[src/rtl/phu_pkg.sv]
// Package for the pixel histogram unit: request codes, luma weights,
// bin selection functions and the bin update struct. No dependencies.
`default_nettype none

package phu_pkg;

    localparam int NUM_BINS = 256;
    localparam int BIN_AW   = 8;
    localparam int SAMPLE_W = 8;
    localparam int LUMA_AW  = 24;

    localparam logic [15:0] LUMA_WEIGHT_R = 16'd19595;
    localparam logic [15:0] LUMA_WEIGHT_G = 16'd38470;
    localparam logic [15:0] LUMA_WEIGHT_B = 16'd7471;

    typedef enum logic [1:0] {
        OP_ADD   = 2'd0,
        OP_READ  = 2'd1,
        OP_CLEAR = 2'd2
    } t_op;

    typedef enum logic [1:0] {
        CH_RED   = 2'd0,
        CH_GREEN = 2'd1,
        CH_BLUE  = 2'd2
    } t_chan;

    typedef enum logic {
        REG_CHAN_SEL  = 1'b0,
        REG_LUMA_MODE = 1'b1
    } t_reg;

    typedef struct packed {
        logic              add;
        logic              clr;
        logic [BIN_AW-1:0] addr;
    } t_bin_upd;

    function automatic logic [BIN_AW-1:0] luma_of(
        input logic [SAMPLE_W-1:0] r,
        input logic [SAMPLE_W-1:0] g,
        input logic [SAMPLE_W-1:0] b
    );
        logic [LUMA_AW-1:0] acc;
        acc = LUMA_AW'(LUMA_WEIGHT_R) * LUMA_AW'(r)
            + LUMA_AW'(LUMA_WEIGHT_G) * LUMA_AW'(g)
            + LUMA_AW'(LUMA_WEIGHT_B) * LUMA_AW'(b);
        return acc[LUMA_AW-1 -: BIN_AW];
    endfunction

    function automatic logic [BIN_AW-1:0] pick_bin(
        input logic                luma,
        input logic [1:0]          chan,
        input logic [SAMPLE_W-1:0] r,
        input logic [SAMPLE_W-1:0] g,
        input logic [SAMPLE_W-1:0] b
    );
        logic [BIN_AW-1:0] sel;
        case (chan)
            CH_RED:   sel = r;
            CH_GREEN: sel = g;
            default:  sel = b;
        endcase
        return luma ? luma_of(r, g, b) : sel;
    endfunction

endpackage

`default_nettype wire

[src/rtl/phu_req_if.sv]
// Request channel of the pixel histogram unit: valid/ready plus the
// operation, pixel samples and bin index. No dependencies.
`default_nettype none

interface phu_req_if;
    logic       valid;
    logic       ready;
    logic [1:0] operation;
    logic [7:0] red;
    logic [7:0] green;
    logic [7:0] blue;
    logic [7:0] bin_index;

    modport source (output valid, operation, red, green, blue, bin_index, input ready);
    modport sink   (input valid, operation, red, green, blue, bin_index, output ready);
endinterface

`default_nettype wire

[src/rtl/phu_res_if.sv]
// Result channel of the pixel histogram unit: valid/ready plus the bin
// count. No dependencies.
`default_nettype none

interface phu_res_if;
    logic       valid;
    logic       ready;
    logic [7:0] bin_count;

    modport source (output valid, bin_count, input ready);
    modport sink   (input valid, bin_count, output ready);
endinterface

`default_nettype wire

[src/rtl/phu_count_store.sv]
// Bin counter store: 256-entry memory with per-bin valid bits, registered
// read, increment and write-to-read forwarding. Depends on phu_pkg.
`default_nettype none

module phu_count_store import phu_pkg::*; #(
    parameter int BIN_COUNT_WIDTH = 8
) (
    input  wire logic                       i_clk,
    input  wire logic                       i_rst_n,
    input  wire logic                       i_adv,
    input  wire logic [BIN_AW-1:0]          i_rd_addr,
    input  wire t_bin_upd                   i_upd,
    output logic      [BIN_COUNT_WIDTH-1:0] o_old
);

    logic [BIN_COUNT_WIDTH-1:0] mem [NUM_BINS];
    logic [NUM_BINS-1:0]        r_valid;
    logic [BIN_COUNT_WIDTH-1:0] r_rd_data;
    logic                       r_rd_valid;
    logic                       r_fwd_hit;
    logic [BIN_COUNT_WIDTH-1:0] r_fwd_data;
    logic [BIN_COUNT_WIDTH-1:0] n_count;

    // never-written or cleared bins read as zero
    assign o_old   = r_fwd_hit ? r_fwd_data : (r_rd_valid ? r_rd_data : '0);
    assign n_count = o_old + BIN_COUNT_WIDTH'(1);

    always_ff @(posedge i_clk) begin
        if (i_adv) begin
            r_rd_data  <= mem[i_rd_addr];
            r_fwd_data <= n_count;
            if (i_upd.add) begin
                mem[i_upd.addr] <= n_count;
            end
        end
    end

    always_ff @(posedge i_clk) begin
        if (!i_rst_n) begin
            r_valid    <= '0;
            r_rd_valid <= 1'b0;
            r_fwd_hit  <= 1'b0;
        end else if (i_adv) begin
            r_rd_valid <= r_valid[i_rd_addr] && !i_upd.clr;
            r_fwd_hit  <= i_upd.add && (i_upd.addr == i_rd_addr);
            if (i_upd.clr) begin
                r_valid <= '0;
            end else if (i_upd.add) begin
                r_valid[i_upd.addr] <= 1'b1;
            end
        end
    end

endmodule

`default_nettype wire

[src/rtl/pixel_histogram_unit.sv]
// Pixel histogram unit top level: request pipeline, APB registers and
// result register. Depends on phu_pkg, phu_req_if, phu_res_if, phu_count_store.
//
// Takes one request per cycle. Each request passes an input stage (bin
// selection, luma through three constant multiplies) and an update stage
// (one read-modify-write of the bin memory); a read request's count goes
// from the update stage into the result register. Back-to-back adds to
// the same bin are forwarded, so the rate is set only by the one-read,
// one-write bin memory. A clear zeroes all bins at once through
// per-bin valid bits; there is no clearing pass after reset. Only a held
// read result with the result side stalled holds up new requests.
`default_nettype none

module pixel_histogram_unit import phu_pkg::*; #(
    parameter int BIN_COUNT_WIDTH = 8
) (
    input  wire logic        i_clk,
    input  wire logic        i_rst_n,
    phu_req_if.sink          i_req,
    phu_res_if.source        o_res,
    input  wire logic        psel,
    input  wire logic        penable,
    input  wire logic        pwrite,
    input  wire logic [2:0]  paddr,
    input  wire logic [31:0] pwdata,
    output logic      [31:0] prdata,
    output logic             pready
);

    logic [1:0]                 r_chan_sel;
    logic                       r_luma_mode;

    logic                       r_s1_valid;
    logic [1:0]                 r_s1_op;
    logic [SAMPLE_W-1:0]        r_s1_red;
    logic [SAMPLE_W-1:0]        r_s1_green;
    logic [SAMPLE_W-1:0]        r_s1_blue;
    logic [BIN_AW-1:0]          r_s1_idx;

    logic                       r_s2_valid;
    logic [1:0]                 r_s2_op;
    logic [BIN_AW-1:0]          r_s2_addr;

    logic                       r_out_valid;
    logic [7:0]                 r_out_count;

    logic                       adv;
    logic                       s2_read;
    logic [BIN_AW-1:0]          s1_addr;
    logic [BIN_COUNT_WIDTH-1:0] old_count;
    t_bin_upd                   upd;

    // APB registers
    assign pready = 1'b1;
    assign prdata = (paddr[2] == REG_LUMA_MODE) ? {31'd0, r_luma_mode} : {30'd0, r_chan_sel};

    always_ff @(posedge i_clk) begin
        if (!i_rst_n) begin
            r_chan_sel  <= CH_RED;
            r_luma_mode <= 1'b0;
        end else if (psel && penable && pwrite && pready) begin
            case (paddr[2])
                REG_CHAN_SEL:  r_chan_sel  <= pwdata[1:0];
                REG_LUMA_MODE: r_luma_mode <= pwdata[0];
                default: ;
            endcase
        end
    end

    // pipeline moves as a whole; only a read blocked at the result register stalls it
    assign s2_read     = r_s2_valid && (r_s2_op == OP_READ);
    assign adv         = !(s2_read && r_out_valid && !o_res.ready);
    assign i_req.ready = adv;

    assign s1_addr = (r_s1_op == OP_READ) ? r_s1_idx
                   : pick_bin(r_luma_mode, r_chan_sel, r_s1_red, r_s1_green, r_s1_blue);

    always_ff @(posedge i_clk) begin
        if (adv) begin
            r_s1_op    <= i_req.operation;
            r_s1_red   <= i_req.red;
            r_s1_green <= i_req.green;
            r_s1_blue  <= i_req.blue;
            r_s1_idx   <= i_req.bin_index;
            r_s2_op    <= r_s1_op;
            r_s2_addr  <= s1_addr;
        end
        if (s2_read && adv) begin
            r_out_count <= old_count[7:0];
        end
    end

    always_ff @(posedge i_clk) begin
        if (!i_rst_n) begin
            r_s1_valid  <= 1'b0;
            r_s2_valid  <= 1'b0;
            r_out_valid <= 1'b0;
        end else begin
            if (adv) begin
                r_s1_valid <= i_req.valid;
                r_s2_valid <= r_s1_valid;
            end
            if (s2_read && adv) begin
                r_out_valid <= 1'b1;
            end else if (o_res.ready) begin
                r_out_valid <= 1'b0;
            end
        end
    end

    assign upd.add  = r_s2_valid && (r_s2_op == OP_ADD);
    assign upd.clr  = r_s2_valid && (r_s2_op == OP_CLEAR);
    assign upd.addr = r_s2_addr;

    phu_count_store #(
        .BIN_COUNT_WIDTH (BIN_COUNT_WIDTH)
    ) u_store (
        .i_clk     (i_clk),
        .i_rst_n   (i_rst_n),
        .i_adv     (adv),
        .i_rd_addr (s1_addr),
        .i_upd     (upd),
        .o_old     (old_count)
    );

    assign o_res.valid     = r_out_valid;
    assign o_res.bin_count = r_out_count;

endmodule

`default_nettype wire

[src/flat_wrapper.sv]
// flat-port wrapper written by rule: the top's interface ports become plain ports
module pixel_histogram_unit_flat import phu_pkg::*;
#(
    parameter int BIN_COUNT_WIDTH = 8
)
  (i_clk, i_rst_n, psel, penable, pwrite, paddr, pwdata, prdata, pready, i_req_valid, i_req_operation, i_req_red, i_req_green, i_req_blue, i_req_bin_index, i_req_ready, o_res_valid, o_res_bin_count, o_res_ready);
  phu_req_if i_req_i ();
  phu_res_if o_res_i ();
  input  wire logic i_clk;
  input  wire logic i_rst_n;
  input  wire logic psel;
  input  wire logic penable;
  input  wire logic pwrite;
  input  wire logic [2:0] paddr;
  input  wire logic [31:0] pwdata;
  output logic      [31:0] prdata;
  output logic pready;
  input wire logic [$bits(i_req_i.valid)-1:0] i_req_valid;
  input wire logic [$bits(i_req_i.operation)-1:0] i_req_operation;
  input wire logic [$bits(i_req_i.red)-1:0] i_req_red;
  input wire logic [$bits(i_req_i.green)-1:0] i_req_green;
  input wire logic [$bits(i_req_i.blue)-1:0] i_req_blue;
  input wire logic [$bits(i_req_i.bin_index)-1:0] i_req_bin_index;
  output wire logic [$bits(i_req_i.ready)-1:0] i_req_ready;
  output wire logic [$bits(o_res_i.valid)-1:0] o_res_valid;
  output wire logic [$bits(o_res_i.bin_count)-1:0] o_res_bin_count;
  input wire logic [$bits(o_res_i.ready)-1:0] o_res_ready;
  assign i_req_i.valid = i_req_valid;
  assign i_req_i.operation = i_req_operation;
  assign i_req_i.red = i_req_red;
  assign i_req_i.green = i_req_green;
  assign i_req_i.blue = i_req_blue;
  assign i_req_i.bin_index = i_req_bin_index;
  assign i_req_ready = i_req_i.ready;
  assign o_res_valid = o_res_i.valid;
  assign o_res_bin_count = o_res_i.bin_count;
  assign o_res_i.ready = o_res_ready;
  pixel_histogram_unit #(.BIN_COUNT_WIDTH(BIN_COUNT_WIDTH)) u_core (.i_clk(i_clk), .i_rst_n(i_rst_n), .i_req(i_req_i), .o_res(o_res_i), .psel(psel), .penable(penable), .pwrite(pwrite), .paddr(paddr), .pwdata(pwdata), .prdata(prdata), .pready(pready));
endmodule
[config.mk]
export PLATFORM = sky130hd
export DESIGN_NAME = pixel_histogram_unit_flat
export DESIGN_NICKNAME = d
export VERILOG_FILES = /design/src/rtl/phu_pkg.sv /design/src/rtl/phu_req_if.sv /design/src/rtl/phu_res_if.sv /design/src/rtl/phu_count_store.sv /design/src/rtl/pixel_histogram_unit.sv /design/src/flat_wrapper.sv
export SDC_FILE = /design/constraint.sdc
export NUM_CORES = 2
export LEC_CHECK = 0
export BUFFER_PORTS_ARGS = -buffer_cell sky130_fd_sc_hd__buf_2
export CAP_MARGIN = 25
export CELL_PAD_IN_SITES_DETAIL_PLACEMENT = 1
export CELL_PAD_IN_SITES_GLOBAL_PLACEMENT = 1
export CORE_ASPECT_RATIO = 1.4
export CORE_MARGIN = 1
export CORE_UTILIZATION = 55
export DETAILED_ROUTE_END_ITERATION = 12
export HOLD_SLACK_MARGIN = 0.02
export PLACE_DENSITY_LB_ADDON = 0.1
export SLEW_MARGIN = 20
export SYNTH_ARGS = -nofsm -noshare
export SYNTH_HDL_FRONTEND = slang
export SYNTH_HIERARCHICAL = 1
export SYNTH_SLANG_ARGS = --single-unit
[constraint.sdc]
create_clock -name i_clk -period 16 [get_ports i_clk]
set_clock_uncertainty 0.1 [all_clocks]
set_input_delay 0 -clock i_clk [delete_from_list [all_inputs] [get_ports i_clk]]
set_output_delay 0 -clock i_clk [all_outputs]
set_load 0.005 [all_outputs]
# After elaboration in Yosys (flattened, before gate mapping)
# Memories as Yosys holds them, arrays and structs flattened. A register that Yosys moved wholly into a read port is not among the register bits.
# Index checks and enable logic that the tools add are counted.
# Widths: inputs -> output; s select.
[op_classes]
n_addsub = 3
mul = 3
order_cmp = 3
n_eq_ne = 5
muxes = 17
bitwise_logic = 3
n_reduce_logical = 22
[op_table]
columns = ["cell", "n"]
rows = [
  ["$mux 256", 2],
  ["$or 256x256->256", 1],
  ["$mul 15x8->23 const A", 2],
  ["$mux 8", 4],
  ["$add 23x24->24", 1],
  ["$add 24x21->24", 1],
  ["$mul 13x8->21 const A", 1],
  ["$lt 8x9->1 const B", 2],
  ["$pmux 8 s2", 1],
  ["$logic_and 1x1->1", 11],
  ["$add 8x1->8 const B", 1],
  ["$bmux 1 s8", 1],
  ["$demux 1 s8", 1],
  ["$eq 8x8->1", 1],
  ["$ge 8x1->1 const B", 1],
  ["$mux 1", 7],
  ["$eq 2x1->1 const B", 3],
  ["$reduce_and 2->1", 3],
  ["$logic_not 1->1", 4],
  ["$logic_not 2->1", 2],
  ["$reduce_bool 2->1", 2],
  ["$eq 2x2->1 const B", 1],
  ["$mux 2", 1],
  ["$not 1->1", 2],
]
[word_totals]
ff_bits = 324
mem_bits_rw = 2048
out_inout_bits = 43
mem_count = 1
[memory_table]
columns = ["memory", "words", "width", "read_ports", "rd_ports_with_merged_regs", "write_ports", "line_no", "rtl"]
rows = [
  ["u_core.u_store.mem", 256, 8, 1, 1, 1, "phu_count_store.sv:16", "logic [BIN_COUNT_WIDTH-1:0] mem [NUM_BINS];"],
]

# Longest topological paths before layout
[depth]
ltp_word = 8
ltp_mapped = 36
mapped_depth_nobuf = 34

# By module
# The synthesis kept the hierarchy.
[modules_own_cells]
columns = ["module", "n_inst", "cells_per_inst", "area_per_inst_um2"]
rows = [
  ["phu_count_store", 1, 4448, 89562.1],
  ["pixel_histogram_unit", 1, 797, 8475.6],
]

# Worst setup path after synthesis
# OpenSTA, ideal clock, no wires.
[synth_path]
path_kind = "register to register"
startpoint = "reg u_core.u_store.r_fwd_hit"
endpoint = "mem u_core.u_store.mem[0][7] (data pin)"
setup_time_ns = 1.657
arrival_ns = 8.782
required_time_ns = 14.243
slack_ns = 5.461
stages_incl_launch_ff = 9
period_less_slack_ns = 10.539
cell_sequence = "dfxtp_1 clkbuf_1 nor2b_1 clkbuf_1 a22o_1 nand3_1 nor3_1 nand3_1 xnor2_1"
[synth_via]
elab_chain_len = 2
[synth_rtl]
columns = ["element", "line_no", "rtl"]
rows = [
  ["start: declaration", "phu_count_store.sv:20", "logic r_fwd_hit;"],
  ["start signal: assignment", "phu_count_store.sv:45", "r_fwd_hit <= i_upd.add && (i_upd.addr == i_rd_addr);"],
  ["$mux 8", "phu_count_store.sv:25", "assign o_old = r_fwd_hit ? r_fwd_data : (r_rd_valid ? r_rd_data : '0);"],
  ["net u_core.old_count[2]", "pixel_histogram_unit.sv:50", "logic [BIN_COUNT_WIDTH-1:0] old_count;"],
  ["$add 8x1->8", "phu_count_store.sv:26", "assign n_count = o_old + BIN_COUNT_WIDTH'(1);"],
  ["net u_core.u_store.n_count[7]", "phu_count_store.sv:22", "logic [BIN_COUNT_WIDTH-1:0] n_count;"],
  ["end: declaration", "phu_count_store.sv:16", ""],
]
# The timed path passes the listed nets, and every way through them passes these cells.

# Worst setup path after layout
[layout_path]
startpoint = "reg u_core.r_s1_green[5]"
endpoint = "reg u_core.u_store.r_rd_data[0], read port of u_core.u_store.mem (data pin)"
[layout_via]
elab_chain_len = 5
word_cells_on_any_way = 6
classes_between = "add/sub (2); mul (1); mux (3)"
[layout_rtl]
columns = ["element", "line_no", "rtl"]
rows = [
  ["start: declaration", "pixel_histogram_unit.sv:36", "logic [SAMPLE_W-1:0] r_s1_green;"],
  ["start signal: assignment", "pixel_histogram_unit.sv:82", "r_s1_green <= i_req.green;"],
  ["$mul 15x8->23", "phu_pkg.sv:46", "+ LUMA_AW'(LUMA_WEIGHT_G) * LUMA_AW'(g)"],
  ["$add 23x24->24", "phu_pkg.sv:46", ""],
  ["$add 24x21->24", "phu_pkg.sv:47", "+ LUMA_AW'(LUMA_WEIGHT_B) * LUMA_AW'(b);"],
  ["$mux 8", "phu_pkg.sv:64", "return luma ? luma_of(r, g, b) : sel;"],
  ["$mux 8", "pixel_histogram_unit.sv:75", "assign s1_addr = (r_s1_op == OP_READ) ? r_s1_idx"],
  ["net u_core.s1_addr[4]", "pixel_histogram_unit.sv:49", "logic [BIN_AW-1:0] s1_addr;"],
  ["end: declaration", "phu_count_store.sv:18", "logic [BIN_COUNT_WIDTH-1:0] r_rd_data;"],
]
# The timed path passes the listed nets, and every way through them passes these cells.
# A chain may end at the register's enable or synchronous reset.

==> results_dict.tcl <==
set metrics [dict create \
    dp_worst_setup_slack_ns 4.46 \
    htreeDepth 4 \
    port_buffers 55 \
    rows 183 \
    p_per_area_mw_per_mm2 156 \
    synth_most_common_cell "edfxtp_1" \
    outcome "finished clean" \
    fmax_ghz 0.0862 \
    cts_buffers 216 \
    area_growth_pct 11.4 \
    multi_input_area_mm2 0.0273 \
    critPathKind "reg -> reg" \
    ios 119 \
    crit_top_cell "fa_1" \
    ys_seq_elements 2380 \
    fin_crit_ns 11.60 \
    max_cap_violations 0 \
    die_w_um 359 \
    setup_slack_ns 4.40 \
    grt-ovfl-total 0 \
    netlist_area_mm2 0.0980 \
    synth_area_leader_cell "edfxtp_1" \
    crit_path_max_incr_delay_ns 0.67 \
    slew_headroom 0.274 \
    place_area_mm2 0.101 \
    synth_edf_count 2116 \
    yosys.area.top_type_share 0.648 \
    postCtsSetupBuffers 0 \
    grt_max_degree 258 \
    clockBufferDepth 3 \
    place.gp.congestion 0.820 \
    yosys-top-cells-area "edfxtp_1 (65%), mux4_2 (16%), dfxtp_1 (5.4%), fa_1 (2.4%), nor2_1 (2.2%)" \
    globalRouteTotalUtil 0.280 \
    fp.coreArea_mm2 0.177 \
    synth_ff_type "edfxtp_1" \
    end_kind "flop" \
    cts_sinks 2380 \
    synthCells 5245 \
    clk_latency_ns 0.87 \
    crit_path_start_kind "flop" \
    ys_seq_area_frac 0.702 \
    hpwl_mm 150 \
    synth_common_cells "edfxtp_1 (2116), mux4_2 (696), nor2_1 (562)" \
    grt_pass1_vias 53200 \
    rsz0062_at_grt "no" \
    drcViolationCount 0 \
    drt_wl_total_mm 249 \
    critPathArrivalTime_ns 12.08 \
    stdcell_area_mm2 0.109 \
    firstDrtPassIters 5 \
    dieArea_mm2 0.180 \
    crit_slowest_cell "mux4_2" \
    cts_tree "yes" \
    start_util 0.553 \
    antenna_found_initial 3 \
    drive_above_1_share 0.225 \
    synth_cell_type_count 70 \
    clockRootBuffer "clkbuf_16" \
    drv_slew 0 \
    setup_viol 0 \
    cts.clk_slew.worst_paths_ns 0.06 \
    num_vias 49800 \
    p_total_uw 17000 \
    grt_pass1_wl_mm 364 \
    nNetsFinal 5747 \
    worstPathRequired_ns 16.48 \
    hold_viol 0 \
    tightestPinTransition_ns 1.08 \
    cellLeakagePower_uw 0.0358 \
    fin_crit_sh 0.725 \
    ir_worst_vdd_mv 0.232 \
    tns_ns 0 \
    ys_warn_count 6 \
    via_per_inst 6.31 \
    num-fill-cells 15000 \
    drt_iter0_drc 4497 \
    async_flop_share 0 \
    path_max_fanout 70 \
    hold_class "in -> out" \
    fp.dieH_um 502 \
    ant_nets 0 \
    postSynthAreaPerCell_um2 18.7 \
    register_area_mm2 0.0688 \
    wl_per_cell_um 31.6 \
]
## worst paths after layout
kind,startpoint,end,slack [ns],depth (start not counted)
min reg2reg,u_core/u_store/r_valid[137],u_core/u_store/r_valid[137],0.36,2
max reg2reg,u_core/r_s1_green[5],u_core/u_store/r_rd_data[0],4.40,31
max,u_core/r_s1_green[5],u_core/u_store/r_rd_data[0],4.40,31
min,paddr[2],prdata[1],0.19,3
## sequential cells by signal (all words and copies together), names as in the netlist
| name | cells |
|---|---|
| u_core/r_s1_red | 8 |
| u_core/r_s1_op | 2 |
| u_core/r_s1_valid | 1 |
| u_core/o_res.valid | 1 |
| u_core/r_s2_op | 2 |
| u_core/u_store/mem | 2048 |
| u_core/u_store/r_fwd_data | 8 |
| u_core/u_store/r_valid | 256 |
| u_core/u_store/r_rd_valid | 1 |
| u_core/r_luma_mode | 1 |
| u_core/r_s2_addr | 8 |
| u_core/u_store/r_rd_data | 8 |
| u_core/r_s1_blue | 8 |
| u_core/r_s2_valid | 1 |
| u_core/r_s1_green | 8 |
| u_core/r_s1_idx | 8 |
| u_core/o_res.bin_count | 8 |
| u_core/u_store/r_fwd_hit | 1 |
| u_core/r_chan_sel | 2 |
## critical path: cells and delay by family (launching register included)
kind | cells | cell delay [ns]
XOR/XNOR | 1 | 0.24
AND/OR/NAND/NOR | 4 | 0.55
multiplexers | 1 | 0.67
adder cells (fa/ha/maj) | 9 | 4.07
flip-flops | 1 | 0.62
AO/OA/AOI/OAI | 9 | 3.20
buffers and inverters | 7 | 1.64
## report_power, final
part	internal (uW)	total (uW)	switching [uW]
registers	7060	7100	42.4
logic	1880	4730	2850
clock network	2860	5150	2300
total	11800	17000	5190
## cells in the final DEF, fill, tap and decap left out, types with 31 or more instances in the layout
cell type and n:
a21oi_1 277, a22oi_1 68, buf_2 55, buf_4 62, clkbuf_1 42, clkbuf_16 221, clkinv_1 34, clkinv_2 48
conb_1 31, dfxtp_1 264, dlygate4sd3_1 88, edfxtp_1 2116, fa_1 118, ha_1 156, inv_1 210, mux2i_1 32
mux4_2 696, nand2_1 77, nand3_1 43, nor2_1 540
## per-layer routing
metal / global-route usage / routed length (um) / share of wire / up-vias
met5: 0 / 0 / 0 / -
met4: 0.115 / 10500 / 0.042 / 0
met3: 0.0368 / 13100 / 0.053 / 455
met2: 0.500 / 133000 / 0.53 / 1724
met1: 0.346 / 92700 / 0.37 / 26700
li1: - / - / - / 21000
## layout make-up
type	count	share of cell area
Multi-Input combinational cell	2346	0.250
Tap cell	2312	0.0265
Clock buffer	272	0.0531
Inverter	213	0.00746
Clock inverter	134	0.0117
Antenna cell	2	0.0000458
Timing Repair Buffer	239	0.0210
Sequential cell	2380	0.630
## logic make-up after synthesis
| kind of cell | Yosys count | synth area share |
|---|---|---|
| simple gates | 791 | 0.0334 |
| buf+inv | 548 | 0.0239 |
| flops | 2380 | 0.702 |
| xor+xnor | 34 | 0.00318 |
| compound gates | 483 | 0.0296 |
| fa+ha+maj | 275 | 0.0441 |
| mux | 732 | 0.164 |
| other cells | 2 | 0.0000766 |
## stage by stage
| step | utilization | hold WS (ns) | instances |
|---|---|---|---|
| 3_5_place_dp | 0.569 | 0.0784 | 7387 |
| 6_report | 0.616 | 0.189 | 7898 |
| 2_1_floorplan | - | -0.0698 | 5274 |
| 4_1_cts | 0.614 | 0.186 | 7881 |
| 3_3_place_gp | 0.569 | 0.0786 | 7380 |
| 5_1_grt | 0.616 | 0.208 | 7898 |
## what timing repair did
action,in CTS,in global routing
endpoints found under the hold margin,110,0
gates resized for setup,0,0
hold buffers,88,0
Power figures use the tool's default switching activity.
